===== src/hdl/pfp_pkg.sv =====
package pfp_pkg;

   localparam int PARAMS_PER_GROUP_DEF = 10;
   localparam int GROUP_COUNT_DEF      = 3;
   localparam int PAYLOAD_MAX_DEF      = 11;

   // widest table address for the largest legal group/parameter counts
   localparam int TAB_ADDR_W = 7;
   localparam int RSP_DATA_W = 56;

   localparam logic [7:0] HDR1       = 8'hAA;
   localparam logic [7:0] HDR2       = 8'h55;
   localparam logic [7:0] TYPE_QUERY = 8'd9;
   localparam logic [7:0] TYPE_DIST  = 8'd33;
   localparam logic [7:0] REPLY_LEN  = 8'd3;

   localparam logic [1:0] EV_NONE  = 2'd0;
   localparam logic [1:0] EV_PARAM = 2'd1;
   localparam logic [1:0] EV_DIST  = 2'd2;
   localparam logic [1:0] EV_REPLY = 2'd3;

   localparam logic [1:0] CMD_NONE  = 2'd0;
   localparam logic [1:0] CMD_STORE = 2'd1;
   localparam logic [1:0] CMD_DIST  = 2'd2;
   localparam logic [1:0] CMD_QUERY = 2'd3;

   typedef struct packed {
      logic [1:0]            kind;
      logic [7:0]            grp;
      logic [3:0]            index;
      logic [15:0]           value;
      logic [TAB_ADDR_W-1:0] addr;
   } cmd_type;

   function automatic logic [RSP_DATA_W-1:0] pack_rsp(
      input logic [7:0]  grp,
      input logic [3:0]  idx,
      input logic [15:0] val,
      input logic [7:0]  sum,
      input logic [15:0] distance
   );
      return {4'b0000, distance, sum, val, idx, grp};
   endfunction

endpackage


===== src/hdl/pfp_ram.sv =====
module pfp_ram #(
   parameter int WIDTH = 16,
   parameter int DEPTH = 30
) (
   input  logic                                   clock,
   input  logic                                   wr_en,
   input  logic [((DEPTH > 1) ? $clog2(DEPTH) : 1)-1:0] wr_addr,
   input  logic [WIDTH-1:0]                       wr_data,
   input  logic                                   rd_en,
   input  logic [((DEPTH > 1) ? $clog2(DEPTH) : 1)-1:0] rd_addr,
   output logic [WIDTH-1:0]                       rd_data
);

   logic [WIDTH-1:0] mem [DEPTH];
   logic [WIDTH-1:0] rd_data_ff;

   always_ff @(posedge clock) begin
      if (wr_en) begin
         mem[wr_addr] <= wr_data;
      end
      if (rd_en) begin
         rd_data_ff <= mem[rd_addr];
      end
   end

   assign rd_data = rd_data_ff;

endmodule


===== src/hdl/pfp_front.sv =====
module pfp_front #(
   parameter int PARAMS_PER_GROUP = pfp_pkg::PARAMS_PER_GROUP_DEF,
   parameter int GROUP_COUNT      = pfp_pkg::GROUP_COUNT_DEF,
   parameter int PAYLOAD_MAX      = pfp_pkg::PAYLOAD_MAX_DEF
) (
   input  logic             clock,
   input  logic             reset,
   input  logic             req_tvalid,
   output logic             req_tready,
   input  logic [7:0]       req_tdata,
   output logic             push_valid,
   input  logic             push_ready,
   output pfp_pkg::cmd_type push_data
);
   import pfp_pkg::*;

   localparam int CNT_W = $clog2(PAYLOAD_MAX + 1);

   localparam logic [2:0] PH_HDR1  = 3'd0;
   localparam logic [2:0] PH_HDR2  = 3'd1;
   localparam logic [2:0] PH_TYPE  = 3'd2;
   localparam logic [2:0] PH_LEN   = 3'd3;
   localparam logic [2:0] PH_PAY   = 3'd4;
   localparam logic [2:0] PH_STORE = 3'd5;
   localparam logic [2:0] PH_QRY   = 3'd6;
   localparam logic [2:0] PH_DIST  = 3'd7;

   logic [2:0]       phase_ff, phase_in;
   logic [CNT_W-1:0] count_ff, count_in;
   logic [CNT_W-1:0] len_ff, len_in;
   logic [7:0]       type_ff, type_in;
   logic [7:0]       sum_ff, sum_in;
   logic [7:0]       pay_ff [PAYLOAD_MAX];
   logic [7:0]       pay_in [PAYLOAD_MAX];

   logic             accept;
   logic [7:0]       b;
   logic [7:0]       sum_add;
   logic             sum_ok;
   logic [11:0]      st_pos;
   logic [11:0]      q_pos;
   cmd_type          cmd;

   assign accept     = req_tvalid && push_ready;
   assign req_tready = push_ready;
   assign push_valid = req_tvalid;
   assign push_data  = cmd;
   assign b          = req_tdata;
   assign sum_add    = sum_ff + b;
   assign sum_ok     = (b == sum_ff);

   // table positions are taken from zero: (p0 - 1) + (type - 1) * group size
   assign st_pos = 12'(pay_ff[0]) - 12'd1
                 + (12'(type_ff) - 12'd1) * 12'(PARAMS_PER_GROUP);
   assign q_pos  = (12'(pay_ff[0]) - 12'd1) * 12'(PARAMS_PER_GROUP);

   always_comb begin
      phase_in = phase_ff;
      count_in = count_ff;
      len_in   = len_ff;
      type_in  = type_ff;
      sum_in   = sum_ff;
      for (int i = 0; i < PAYLOAD_MAX; i++) begin
         pay_in[i] = pay_ff[i];
      end
      cmd      = '0;
      cmd.kind = CMD_NONE;

      unique case (phase_ff)
         PH_HDR1: begin
            count_in = '0;
            len_in   = '0;
            type_in  = '0;
            sum_in   = '0;
            if (b == HDR1) begin
               phase_in = PH_HDR2;
               sum_in   = HDR1;
            end
         end
         PH_HDR2: begin
            if (b == HDR2) begin
               phase_in = PH_TYPE;
               sum_in   = sum_add;
            end else begin
               phase_in = PH_HDR1;
               count_in = '0;
            end
         end
         PH_TYPE: begin
            if (b != 8'd0) begin
               type_in  = b;
               phase_in = PH_LEN;
               sum_in   = sum_add;
            end else begin
               phase_in = PH_HDR1;
               count_in = '0;
            end
         end
         PH_LEN: begin
            if (b >= 8'd1 && b <= 8'(PAYLOAD_MAX)) begin
               len_in   = CNT_W'(b);
               phase_in = PH_PAY;
               count_in = '0;
               sum_in   = sum_add;
            end else begin
               phase_in = PH_HDR1;
               count_in = '0;
            end
         end
         PH_PAY: begin
            for (int i = 0; i < PAYLOAD_MAX; i++) begin
               if (count_ff == CNT_W'(i)) begin
                  pay_in[i] = b;
               end
            end
            count_in = count_ff + 1'b1;
            sum_in   = sum_add;
            if (count_in == len_ff) begin
               if (type_ff >= 8'd1 && type_ff <= 8'(GROUP_COUNT)) begin
                  phase_in = PH_STORE;
               end else if (type_ff == TYPE_QUERY) begin
                  phase_in = PH_QRY;
               end else if (type_ff == TYPE_DIST) begin
                  phase_in = PH_DIST;
               end else begin
                  phase_in = PH_HDR1;
                  count_in = '0;
               end
            end
         end
         PH_STORE: begin
            if (sum_ok && pay_ff[0] >= 8'd1 && pay_ff[0] <= 8'(PARAMS_PER_GROUP)) begin
               cmd.kind  = CMD_STORE;
               cmd.grp   = type_ff;
               cmd.index = pay_ff[0][3:0];
               cmd.value = {pay_ff[1], pay_ff[2]};
               cmd.addr  = st_pos[TAB_ADDR_W-1:0];
            end
            phase_in = PH_HDR1;
            count_in = '0;
         end
         PH_QRY: begin
            if (sum_ok && pay_ff[0] >= 8'd1 && pay_ff[0] <= 8'(GROUP_COUNT)) begin
               cmd.kind = CMD_QUERY;
               cmd.grp  = pay_ff[0];
               cmd.addr = q_pos[TAB_ADDR_W-1:0];
            end
            phase_in = PH_HDR1;
            count_in = '0;
         end
         PH_DIST: begin
            if (sum_ok) begin
               cmd.kind  = CMD_DIST;
               cmd.grp   = TYPE_DIST;
               cmd.value = {pay_ff[0], pay_ff[1]};
            end
            phase_in = PH_HDR1;
            count_in = '0;
         end
      endcase
   end

   always_ff @(posedge clock) begin
      if (reset) begin
         phase_ff <= PH_HDR1;
         count_ff <= '0;
         len_ff   <= '0;
         type_ff  <= '0;
         sum_ff   <= '0;
         for (int i = 0; i < PAYLOAD_MAX; i++) begin
            pay_ff[i] <= '0;
         end
      end else if (accept) begin
         phase_ff <= phase_in;
         count_ff <= count_in;
         len_ff   <= len_in;
         type_ff  <= type_in;
         sum_ff   <= sum_in;
         for (int i = 0; i < PAYLOAD_MAX; i++) begin
            pay_ff[i] <= pay_in[i];
         end
      end
   end

endmodule


===== src/hdl/pfp_cmd_fifo.sv =====
module pfp_cmd_fifo (
   input  logic             clock,
   input  logic             reset,
   input  logic             push_valid,
   output logic             push_ready,
   input  pfp_pkg::cmd_type push_data,
   output logic             pop_valid,
   input  logic             pop_ready,
   output pfp_pkg::cmd_type pop_data
);
   import pfp_pkg::*;

   cmd_type    entry_ff [2];
   logic       wr_ff, wr_in;
   logic       rd_ff, rd_in;
   logic [1:0] cnt_ff, cnt_in;
   logic       do_push, do_pop;

   assign push_ready = (cnt_ff != 2'd2);
   assign pop_valid  = (cnt_ff != 2'd0);
   assign pop_data   = entry_ff[rd_ff];
   assign do_push    = push_valid && push_ready;
   assign do_pop     = pop_valid && pop_ready;

   always_comb begin
      wr_in  = wr_ff ^ do_push;
      rd_in  = rd_ff ^ do_pop;
      cnt_in = cnt_ff + {1'b0, do_push} - {1'b0, do_pop};
   end

   always_ff @(posedge clock) begin
      if (do_push) begin
         entry_ff[wr_ff] <= push_data;
      end
      if (reset) begin
         wr_ff  <= 1'b0;
         rd_ff  <= 1'b0;
         cnt_ff <= 2'd0;
      end else begin
         wr_ff  <= wr_in;
         rd_ff  <= rd_in;
         cnt_ff <= cnt_in;
      end
   end

endmodule


===== src/hdl/pfp_back.sv =====
module pfp_back #(
   parameter int PARAMS_PER_GROUP = pfp_pkg::PARAMS_PER_GROUP_DEF,
   parameter int GROUP_COUNT      = pfp_pkg::GROUP_COUNT_DEF
) (
   input  logic                           clock,
   input  logic                           reset,
   input  logic                           pop_valid,
   output logic                           pop_ready,
   input  pfp_pkg::cmd_type               pop_data,
   output logic                           rsp_tvalid,
   input  logic                           rsp_tready,
   output logic [pfp_pkg::RSP_DATA_W-1:0] rsp_tdata,
   output logic [1:0]                     rsp_tuser,
   output logic                           rsp_tlast
);
   import pfp_pkg::*;

   localparam int TABLE_DEPTH = GROUP_COUNT * PARAMS_PER_GROUP;
   localparam int ADDR_W      = (TABLE_DEPTH > 1) ? $clog2(TABLE_DEPTH) : 1;
   localparam int NUM_W       = $clog2(PARAMS_PER_GROUP + 1);

   localparam logic B_IDLE = 1'b0;
   localparam logic B_READ = 1'b1;

   logic                  st_ff, st_in;
   logic [7:0]            grp_ff, grp_in;
   logic [ADDR_W-1:0]     addr_ff, addr_in;
   logic [NUM_W-1:0]      num_ff, num_in;
   logic [15:0]           dist_ff, dist_in;
   logic [TABLE_DEPTH-1:0] vld_ff, vld_in;
   logic                  vrd_ff;
   logic                  rsp_valid_ff, rsp_valid_in;
   logic [RSP_DATA_W-1:0] rsp_data_ff, rsp_data_in;
   logic [1:0]            rsp_user_ff, rsp_user_in;
   logic                  rsp_last_ff, rsp_last_in;

   logic                  out_free;
   logic                  wr_en, rd_en;
   logic [ADDR_W-1:0]     rd_addr, cmd_addr;
   logic [15:0]           rd_data, rd_val;
   logic [7:0]            idx8, rep_sum;

   pfp_ram #(
      .WIDTH (16),
      .DEPTH (TABLE_DEPTH)
   ) u_table (
      .clock   (clock),
      .wr_en   (wr_en),
      .wr_addr (cmd_addr),
      .wr_data (pop_data.value),
      .rd_en   (rd_en),
      .rd_addr (rd_addr),
      .rd_data (rd_data)
   );

   assign out_free = !rsp_valid_ff || rsp_tready;
   assign cmd_addr = pop_data.addr[ADDR_W-1:0];
   // entries never written read as zero
   assign rd_val   = vrd_ff ? rd_data : 16'd0;
   assign idx8     = 8'(num_ff) + 8'd1;
   assign rep_sum  = HDR1 + HDR2 + grp_ff + REPLY_LEN + idx8 + rd_val[15:8] + rd_val[7:0];

   always_comb begin
      st_in        = st_ff;
      grp_in       = grp_ff;
      addr_in      = addr_ff;
      num_in       = num_ff;
      dist_in      = dist_ff;
      vld_in       = vld_ff;
      rsp_valid_in = rsp_valid_ff && !rsp_tready;
      rsp_data_in  = rsp_data_ff;
      rsp_user_in  = rsp_user_ff;
      rsp_last_in  = rsp_last_ff;
      pop_ready    = 1'b0;
      wr_en        = 1'b0;
      rd_en        = 1'b0;
      rd_addr      = addr_ff;

      unique case (st_ff)
         B_IDLE: begin
            if (pop_valid) begin
               if (pop_data.kind == CMD_QUERY) begin
                  pop_ready = 1'b1;
                  rd_en     = 1'b1;
                  rd_addr   = cmd_addr;
                  addr_in   = cmd_addr;
                  num_in    = '0;
                  grp_in    = pop_data.grp;
                  st_in     = B_READ;
               end else if (out_free) begin
                  pop_ready    = 1'b1;
                  rsp_valid_in = 1'b1;
                  rsp_last_in  = 1'b1;
                  case (pop_data.kind)
                     CMD_STORE: begin
                        wr_en            = 1'b1;
                        vld_in[cmd_addr] = 1'b1;
                        rsp_user_in      = EV_PARAM;
                        rsp_data_in      = pack_rsp(pop_data.grp, pop_data.index,
                                                    pop_data.value, 8'd0, dist_ff);
                     end
                     CMD_DIST: begin
                        dist_in     = pop_data.value;
                        rsp_user_in = EV_DIST;
                        rsp_data_in = pack_rsp(TYPE_DIST, 4'd0, 16'd0, 8'd0,
                                               pop_data.value);
                     end
                     default: begin
                        rsp_user_in = EV_NONE;
                        rsp_data_in = pack_rsp(8'd0, 4'd0, 16'd0, 8'd0, dist_ff);
                     end
                  endcase
               end
            end
         end
         B_READ: begin
            // emit one reply and fetch the next entry in the same cycle
            if (out_free) begin
               rsp_valid_in = 1'b1;
               rsp_user_in  = EV_REPLY;
               rsp_data_in  = pack_rsp(grp_ff, idx8[3:0], rd_val, rep_sum, dist_ff);
               rsp_last_in  = (num_ff == NUM_W'(PARAMS_PER_GROUP - 1));
               if (rsp_last_in) begin
                  st_in = B_IDLE;
               end else begin
                  num_in  = num_ff + 1'b1;
                  rd_en   = 1'b1;
                  rd_addr = ADDR_W'(addr_ff + 1'b1);
                  addr_in = rd_addr;
               end
            end
         end
      endcase
   end

   always_ff @(posedge clock) begin
      grp_ff      <= grp_in;
      addr_ff     <= addr_in;
      num_ff      <= num_in;
      rsp_data_ff <= rsp_data_in;
      rsp_user_ff <= rsp_user_in;
      rsp_last_ff <= rsp_last_in;
      if (rd_en) begin
         vrd_ff <= vld_ff[rd_addr];
      end
      if (reset) begin
         st_ff        <= B_IDLE;
         dist_ff      <= '0;
         vld_ff       <= '0;
         rsp_valid_ff <= 1'b0;
      end else begin
         st_ff        <= st_in;
         dist_ff      <= dist_in;
         vld_ff       <= vld_in;
         rsp_valid_ff <= rsp_valid_in;
      end
   end

   assign rsp_tvalid = rsp_valid_ff;
   assign rsp_tdata  = rsp_data_ff;
   assign rsp_tuser  = rsp_user_ff;
   assign rsp_tlast  = rsp_last_ff;

endmodule


===== src/hdl/framed_param_packet_parser_core.sv =====
// Channel  Dir  Payload
// req_     in   tdata: rx_byte
// rsp_     out  tuser: event_res; tdata: group..distance; tlast: last
//
// The parser takes one byte a cycle while its two-entry command queue has room;
// every byte gives exactly one command. The executor issues a stored, distance or
// empty result as a single result, and a query as PARAMS_PER_GROUP replies, read in
// turn through the single read port of the parameter table.
// Reset is synchronous; it clears the parser, the queue, the distance and the
// table's valid bits at once, so the block is ready on the next cycle.
// A stall on rsp_ holds the executor; the parser runs on until the queue fills.
module framed_param_packet_parser_core #(
   parameter int PARAMS_PER_GROUP = pfp_pkg::PARAMS_PER_GROUP_DEF,
   parameter int GROUP_COUNT      = pfp_pkg::GROUP_COUNT_DEF,
   parameter int PAYLOAD_MAX      = pfp_pkg::PAYLOAD_MAX_DEF
) (
   input  logic                           clock,
   input  logic                           reset,
   input  logic                           req_tvalid,
   output logic                           req_tready,
   input  logic [7:0]                     req_tdata,  // [7:0] rx_byte
   output logic                           rsp_tvalid,
   input  logic                           rsp_tready,
   // [7:0] group, [11:8] param_index, [27:12] param_value, [35:28] reply_sum,
   // [51:36] distance, [55:52] zero
   output logic [pfp_pkg::RSP_DATA_W-1:0] rsp_tdata,
   output logic [1:0]                     rsp_tuser,  // [1:0] event_res
   output logic                           rsp_tlast
);
   import pfp_pkg::*;

   logic    push_valid, push_ready;
   logic    pop_valid, pop_ready;
   cmd_type push_data, pop_data;

   pfp_front #(
      .PARAMS_PER_GROUP (PARAMS_PER_GROUP),
      .GROUP_COUNT      (GROUP_COUNT),
      .PAYLOAD_MAX      (PAYLOAD_MAX)
   ) u_front (
      .clock      (clock),
      .reset      (reset),
      .req_tvalid (req_tvalid),
      .req_tready (req_tready),
      .req_tdata  (req_tdata),
      .push_valid (push_valid),
      .push_ready (push_ready),
      .push_data  (push_data)
   );

   pfp_cmd_fifo u_queue (
      .clock      (clock),
      .reset      (reset),
      .push_valid (push_valid),
      .push_ready (push_ready),
      .push_data  (push_data),
      .pop_valid  (pop_valid),
      .pop_ready  (pop_ready),
      .pop_data   (pop_data)
   );

   pfp_back #(
      .PARAMS_PER_GROUP (PARAMS_PER_GROUP),
      .GROUP_COUNT      (GROUP_COUNT)
   ) u_back (
      .clock      (clock),
      .reset      (reset),
      .pop_valid  (pop_valid),
      .pop_ready  (pop_ready),
      .pop_data   (pop_data),
      .rsp_tvalid (rsp_tvalid),
      .rsp_tready (rsp_tready),
      .rsp_tdata  (rsp_tdata),
      .rsp_tuser  (rsp_tuser),
      .rsp_tlast  (rsp_tlast)
   );

   // only a reply burst spans several results
   a_single_not_reply: assert property (@(posedge clock) disable iff (reset)
      (rsp_tvalid && rsp_tuser != EV_REPLY) |-> rsp_tlast)
      else $error("non-reply result without last");

   a_none_is_empty: assert property (@(posedge clock) disable iff (reset)
      (rsp_tvalid && rsp_tuser == EV_NONE) |-> (rsp_tdata[35:0] == 36'd0))
      else $error("empty result carries data");

   a_dist_fields: assert property (@(posedge clock) disable iff (reset)
      (rsp_tvalid && rsp_tuser == EV_DIST) |->
         (rsp_tdata[7:0] == TYPE_DIST && rsp_tdata[35:8] == 28'd0))
      else $error("distance result fields wrong");

   // a request is only taken when the queue can hold its command
   a_req_queued: assert property (@(posedge clock) disable iff (reset)
      (req_tvalid && req_tready) |-> (push_valid && push_ready))
      else $error("request accepted without queue entry");

endmodule

===== config.mk =====
export PLATFORM = sky130hd
export DESIGN_NAME = framed_param_packet_parser_core
export DESIGN_NICKNAME = d
export VERILOG_FILES = /design/src/hdl/pfp_pkg.sv /design/src/hdl/pfp_ram.sv /design/src/hdl/pfp_front.sv /design/src/hdl/pfp_cmd_fifo.sv /design/src/hdl/pfp_back.sv /design/src/hdl/framed_param_packet_parser_core.sv
export SDC_FILE = /design/constraint.sdc
export NUM_CORES = 1
export LEC_CHECK = 0
export BUFFER_PORTS_ARGS = -buffer_cell sky130_fd_sc_hd__buf_2
export CORE_MARGIN = 2
export CORE_UTILIZATION = 54
export DETAILED_ROUTE_END_ITERATION = 12
export PLACE_DENSITY = 0.72
export SLEW_MARGIN = 20
export SYNTH_ARGS = -nofsm -noshare
export SYNTH_HDL_FRONTEND = slang
export SYNTH_SLANG_ARGS = --single-unit

===== constraint.sdc =====
create_clock -name clock -period 8 [get_ports clock]
set_input_delay 0.4 -clock clock [delete_from_list [all_inputs] [get_ports clock]]
set_output_delay 0.4 -clock clock [all_outputs]
set_load 0.02 [all_outputs]

* Word level (Yosys, flattened, before mapping)
Memory sizes are Yosys's and may differ from the RTL's. A register that Yosys moved wholly into a read port is not among the register bits.
Cells that the tools add are included.
** Storage, ports and cells
- Output and inout port bits :: 61
- Memory bits (writable) :: 642
- Memories kept :: 3
- Flip-flop bits (word level) :: 156
- Input bits :: 12
** Memory list
- u_back.u_table.mem :: words 30, bits a word 16, rd ports 1, clocked after Yosys merged registers in 1, wr ports 1, RTL line pfp_ram.sv:14 : logic [WIDTH-1:0] mem [DEPTH];
- u_front.pay_ff :: words 11, bits a word 8, rd ports 3, clocked after Yosys merged registers in 0, wr ports 11, RTL line pfp_front.sv:33 : logic [7:0] pay_ff [PAYLOAD_MAX];
- u_queue.entry_ff :: words 2, bits a word 37, rd ports 1, clocked after Yosys merged registers in 1, wr ports 1, RTL line pfp_cmd_fifo.sv:13 : cmd_type entry_ff [2];
** Operators by class
- Bitwise operators :: 16
- Multiplexer cells :: 118
- Reductions and logical operators :: 39
- Magnitude comparators :: 10
- $mul :: 2
- Eq/ne operators :: 57
- Add/sub/neg operators :: 15
** Operators with widths (count)
- $mux 56 :: 4
- $mux 8 :: 27
- $pmux 56 s2 :: 1
- $pmux 52 s2 :: 1
- $mux 88 :: 1
- $mux 4 :: 12
- $pmux 8 s5 :: 1
- $reduce_and 3->1 :: 13
- $mux 36 :: 1
- $add 8x8->8 :: 4
- $mux 1 :: 32
- $mux 16 :: 2
- $pmux 16 s2 :: 1
- $ne 2x2->1 const B :: 15
- $or 30x30->30 :: 1
- $pmux 10 s3 :: 1
- $ge 8x1->1 const B :: 3
- $mul 12x3->6 const B :: 2
- $mux 10 :: 2
- $mux 5 :: 4
- $mux 3 :: 6
- $pmux 3 s6 :: 1
- $sub 8x1->9 const B :: 2
- $eq 4x3->1 const B :: 4
- other kinds (54) :: 116

* Depth between registers and ports, before layout
- Depth in word-level cells :: 9
- Mapped depth :: 18
- Gate-level depth less buffers :: 14

* Cells and area by module
From an unflattened synthesis, not the netlist that was laid out.
** Unflattened totals
- Cell total of the unflattened synthesis :: 2022
- Area total of the unflattened synthesis :: 31555.3 um2
** By module, submodules not included
- pfp_ram :: seq. area each 14894.3 um2, instances 1, area each 19293.5 um2, cells each 941
- pfp_back :: seq. area each 3103.0 um2, instances 1, area each 5750.5 um2, cells each 547
- pfp_front :: seq. area each 1261.2 um2, instances 1, area each 3613.5 um2, cells each 392
- pfp_cmd_fifo :: seq. area each 2302.2 um2, instances 1, area each 2897.8 um2, cells each 142

* Worst setup path before layout
Ideal clock, no wire load.
- Kind :: reg2reg
- Start :: reg u_queue.rd_ff (netlist name)
- End :: reg u_back.rsp_data_ff[0], in the netlist u_back.rsp_tdata[0], enable pin
- Cell stages (with the launch flop) :: 9
- Setup time :: 0.468 ns
- Slack :: 3.325 ns
- Arrival :: 4.207 ns
- Cell sequence :: dfxtp_1 > buf_2 > buf_1 > mux2i_1 > inv_1 > ha_1 > nor2_1 > nor2_1 > nor2_1
** RTL lines
- to (signal assigned) :: RTL line pfp_back.sv:140 : rsp_data_ff <= rsp_data_in;
- to (decl) :: RTL line pfp_back.sv:33 : logic [RSP_DATA_W-1:0] rsp_data_ff, rsp_data_in;

==> run_results.csv <==
group,metric,value,unit
setup_path,end_kind,"register",
route,antenna_left,0,
global_routing,grt_overflow,0,
route,vias_per_cell,6.07,
setup_path,worst-setup-path-type,"register to register",
setup_path,r2r-start,"u_queue.rd_ff",
yosys,syn_inst,2421,
run,drv_cap,0,
cts,cts_tree,"done",
timing,setup_ws,2.77,ns
floorplanning,ios,73,
route,remaining_drc_errors,0,
timing,rsz0062_at_grt,"false",
yosys,synthArstFlopShare,0,%
power_and_ir_drop,irDropWorstVdd,298,uV
global_routing,grt_max_degree,119,
cts,cts_resized,0,
final_layout,mostFrequentLayoutCell,"edfxtp_1",
global_routing,grt_pass1_vias,19004,
timing,holdWs,0.153,ns
global_routing,grt_pass1_wl,116,mm
setup_path,cp_max_fo,30,
placement,hpwlAfterDp,46.7,mm
global_routing,antenna_found_initial,0,
cts,hold_buffers,0,
route,wirelength,76.9,mm
final_layout,drive_gt1_share,10.4,%
cts,clk_pin_slew,0.06,ns
setup_path,worstPathArrival,5.59,ns
yosys,yosysSeqAreaShare,69.3,%
route,vias,20002,
setup_path,reg2reg_to,"u_back.u_table.rd_data[6]",
cts,cts.sinks,742,
timing,fin_skew,0.0290,ns
final_layout,fillers,4231,
cts,cts_made_buffers,74,
final_layout,n_antenna_cell,0,
cts,clock_path_buffers,3,
final_layout,nets,2552,
timing,drv_slew,0,
timing,max_freq,0.191,GHz
timing,setup_violations,0,
yosys,synth_warnings,0,
yosys,syn_area,30900,um2
route,detail_route.iter0.violations,2643,
final_layout,final_cell_area,34300,um2
timing,min_period,5.23,ns
outcome,status,"finished clean",
worst_hold_path,holdPathEnd,"u_front.type_ff[5]",
setup_path,start_kind,"register",
route,wl_per_cell,23.4,um
floorplanning,rows,87,
placement,numPortBuffers,68,
final_layout,area_growth,11.0,%
setup_path,ff2ff_setup_slack,2.77,ns
floorplanning,initial_core_util,54.8,%
floorplanning,core_area,56500,um2
worst_hold_path,whs_path_depth,3,
worst_hold_path,hold_path.class,"input port to register",
yosys,syn_area_per_cell,12.8,um2
cts,cts-root-buf,"clkbuf_16",
cts,htreeDepth,3,
placement,place_congestion,0.870,
final_layout,fin_cells,3294,
placement,dp_cells,3164,
setup_path,r2r_cells,13,
final_layout,final_cell_mix,"658 x edfxtp_1, 520 x nand2_1, 145 x nor2_1, 86 x nand3_1, 83 x dfxtp_1",
timing,hold_viol,0,
floorplanning,die-area,59200,um2
floorplanning,die_h,243,um
timing,fin_setup_tns,0,ns
yosys,synth_edf_count,658,
floorplanning,fp.dieW,243,um
route,drt-pass1-iter-count,6,
timing,slew_headroom,22.0,%
cts,post_cts_buffers,0,
yosys,synthFlopType,"edfxtp_1",
power_and_ir_drop,power_density,370,nW/um2
worst_hold_path,min_from,"req_tdata[5]",
timing,tightest_slew,1.17,ns
power_and_ir_drop,leakagePower,0.0123,uW
yosys,post_synth_num_cell_types,71,
timing,fin_crit_sh,65.3,%
placement,place_ws,3.19,ns
setup_path,cp.required,8.36,ns
placement,placed_area,32000,um2
yosys,ys_seq_elements,742,
cts,clkLatencyLatePin,0.62,ns
global_routing,grt.total_usage,25.8,%
[critical path: stages, from the launching register on]
cell and delay, ns:
dfxtp_2 0.61, mux2i_1 0.37, inv_1 0.13, ha_1 0.26, o21a_1 0.23, nor2_1 0.14, a211oi_1 0.07, a21oi_2 0.12
buf_4 0.42, clkinv_1 0.99, nor2_1 0.79, nand2_1 0.31, o22ai_1 0.38, nor3_1 0.10
[worst max path at each step]
stage | from | to | slack (ns) | cells past startpoint
3_3_place_gp | u_queue.rd_ff | u_back.u_table.rd_data[5] | 3.22 | 12
4_1_cts | u_queue.rd_ff | u_back.u_table.rd_data[5] | 3.16 | 12
2_1_floorplan | u_queue.rd_ff | u_back.rsp_tdata[0] | 3.33 | 8
5_1_grt | u_queue.rd_ff | u_back.u_table.rd_data[6] | 2.54 | 13
6_report | u_queue.rd_ff | u_back.u_table.rd_data[6] | 2.77 | 13
3_5_place_dp | u_queue.rd_ff | u_back.u_table.rd_data[5] | 3.19 | 12
[layout make-up]
class,count,area [um2],area share (%)
timing repair buffer,121,738,2.15
multi-input combinational,1482,8660,25.2
clock buffer,102,2070,6.03
tap,756,946,2.75
clock inverter,28,245,0.714
inverter,63,244,0.710
sequential,742,21400,62.4
[state kept, by name (all words and copies together) (netlist names)]
register	count
u_front.phase_ff	3
u_back.rsp_tlast	1
u_back.rsp_tuser	2
u_back.rsp_tdata	52
u_front.pay_ff	24
u_front.count_ff	4
u_back.grp_ff	8
u_back.st_ff	1
u_queue.cnt_ff	2
u_front.sum_ff	8
u_back.rsp_tvalid	1
u_queue.wr_ff	1
u_queue.entry_ff	70
u_front.len_ff	4
u_back.vrd_ff	1
u_back.u_table.mem	480
u_back.u_table.rd_data	16
u_back.addr_ff	5
u_back.vld_ff	30
u_back.num_ff	4
u_back.dist_ff	16
u_queue.rd_ff	1
u_front.type_ff	8
[cells by family (layout without fill, tap and decap cells)]
| group | after synthesis | after routing | synth area share, % |
|---|---|---|---|
| compound gates | 355 | 355 | 7.97 |
| xor+xnor | 44 | 44 | 1.25 |
| fa+ha+maj | 56 | 56 | 2.60 |
| buf+inv | 200 | 314 | 2.95 |
| flops | 742 | 742 | 69.3 |
| mux | 75 | 75 | 2.56 |
| other cells | 1 | 4 | 0.0121 |
| simple gates | 948 | 948 | 13.4 |
[routing by layer]
| layer | global-route usage (%) | vias to the layer above | part of all wire [%] |
|---|---|---|---|
| li1 | - | 8961 | - |
| met2 | 39.6 | 1071 | 45 |
| met3 | 3.92 | 142 | 9.8 |
| met5 | 0 | - | 0 |
| met4 | 9.96 | 0 | 3.2 |
| met1 | 37.5 | 9828 | 41 |
[cell usage after synthesis, drive strengths merged (4+ instances only)]
library cell / n / area (um2)
edfxtp: 658 / 19800
a22oi: 19 / 143
fa: 14 / 280
o22ai: 21 / 131
a21o: 8 / 60.1
a31oi: 57 / 357
a32oi: 12 / 105
mux2: 13 / 146
nand2b: 14 / 87.6
xor2: 16 / 140
a41oi: 4 / 35.0
ha: 42 / 526
a221oi: 4 / 41.3
o2bb2ai: 6 / 52.6
and3: 75 / 469
nand2: 520 / 1950
nand3: 86 / 430
nor2: 155 / 582
o221ai: 5 / 43.8
xnor2: 28 / 245
dfxtp: 84 / 1680
o211ai: 8 / 65.1
a311oi: 23 / 201
o21a: 17 / 128
nor4: 10 / 62.6
mux2i: 60 / 601
a211oi: 22 / 165
a22o: 17 / 149
buf: 78 / 454
o21ai: 53 / 265
a21oi: 50 / 250
o211a: 4 / 40.0
or4: 8 / 60.1
nor3: 17 / 85.1
inv: 61 / 229
nand4: 12 / 75.1
clkbuf: 59 / 221
or2: 5 / 31.3
nor2b: 13 / 81.3
a32o: 4 / 40.0
and2: 24 / 150
[report_power, final]
| group | leakage, uW | internal, uW | switching [uW] |
|---|---|---|---|
| combinational | 0.00440 | 1280 | 3070 |
| sequential | 0.00680 | 4840 | 148 |
| clock | 0.00113 | 1930 | 1420 |
[per-stage QoR]
stage	util, %	power (uW)
detailed placement	56.7	9350
global placement	56.7	9230
floorplan	-	8050
CTS	60.8	12700
global route	60.8	13300
finish	60.8	12700
Note: power is estimated with default switching activity, not from simulation.
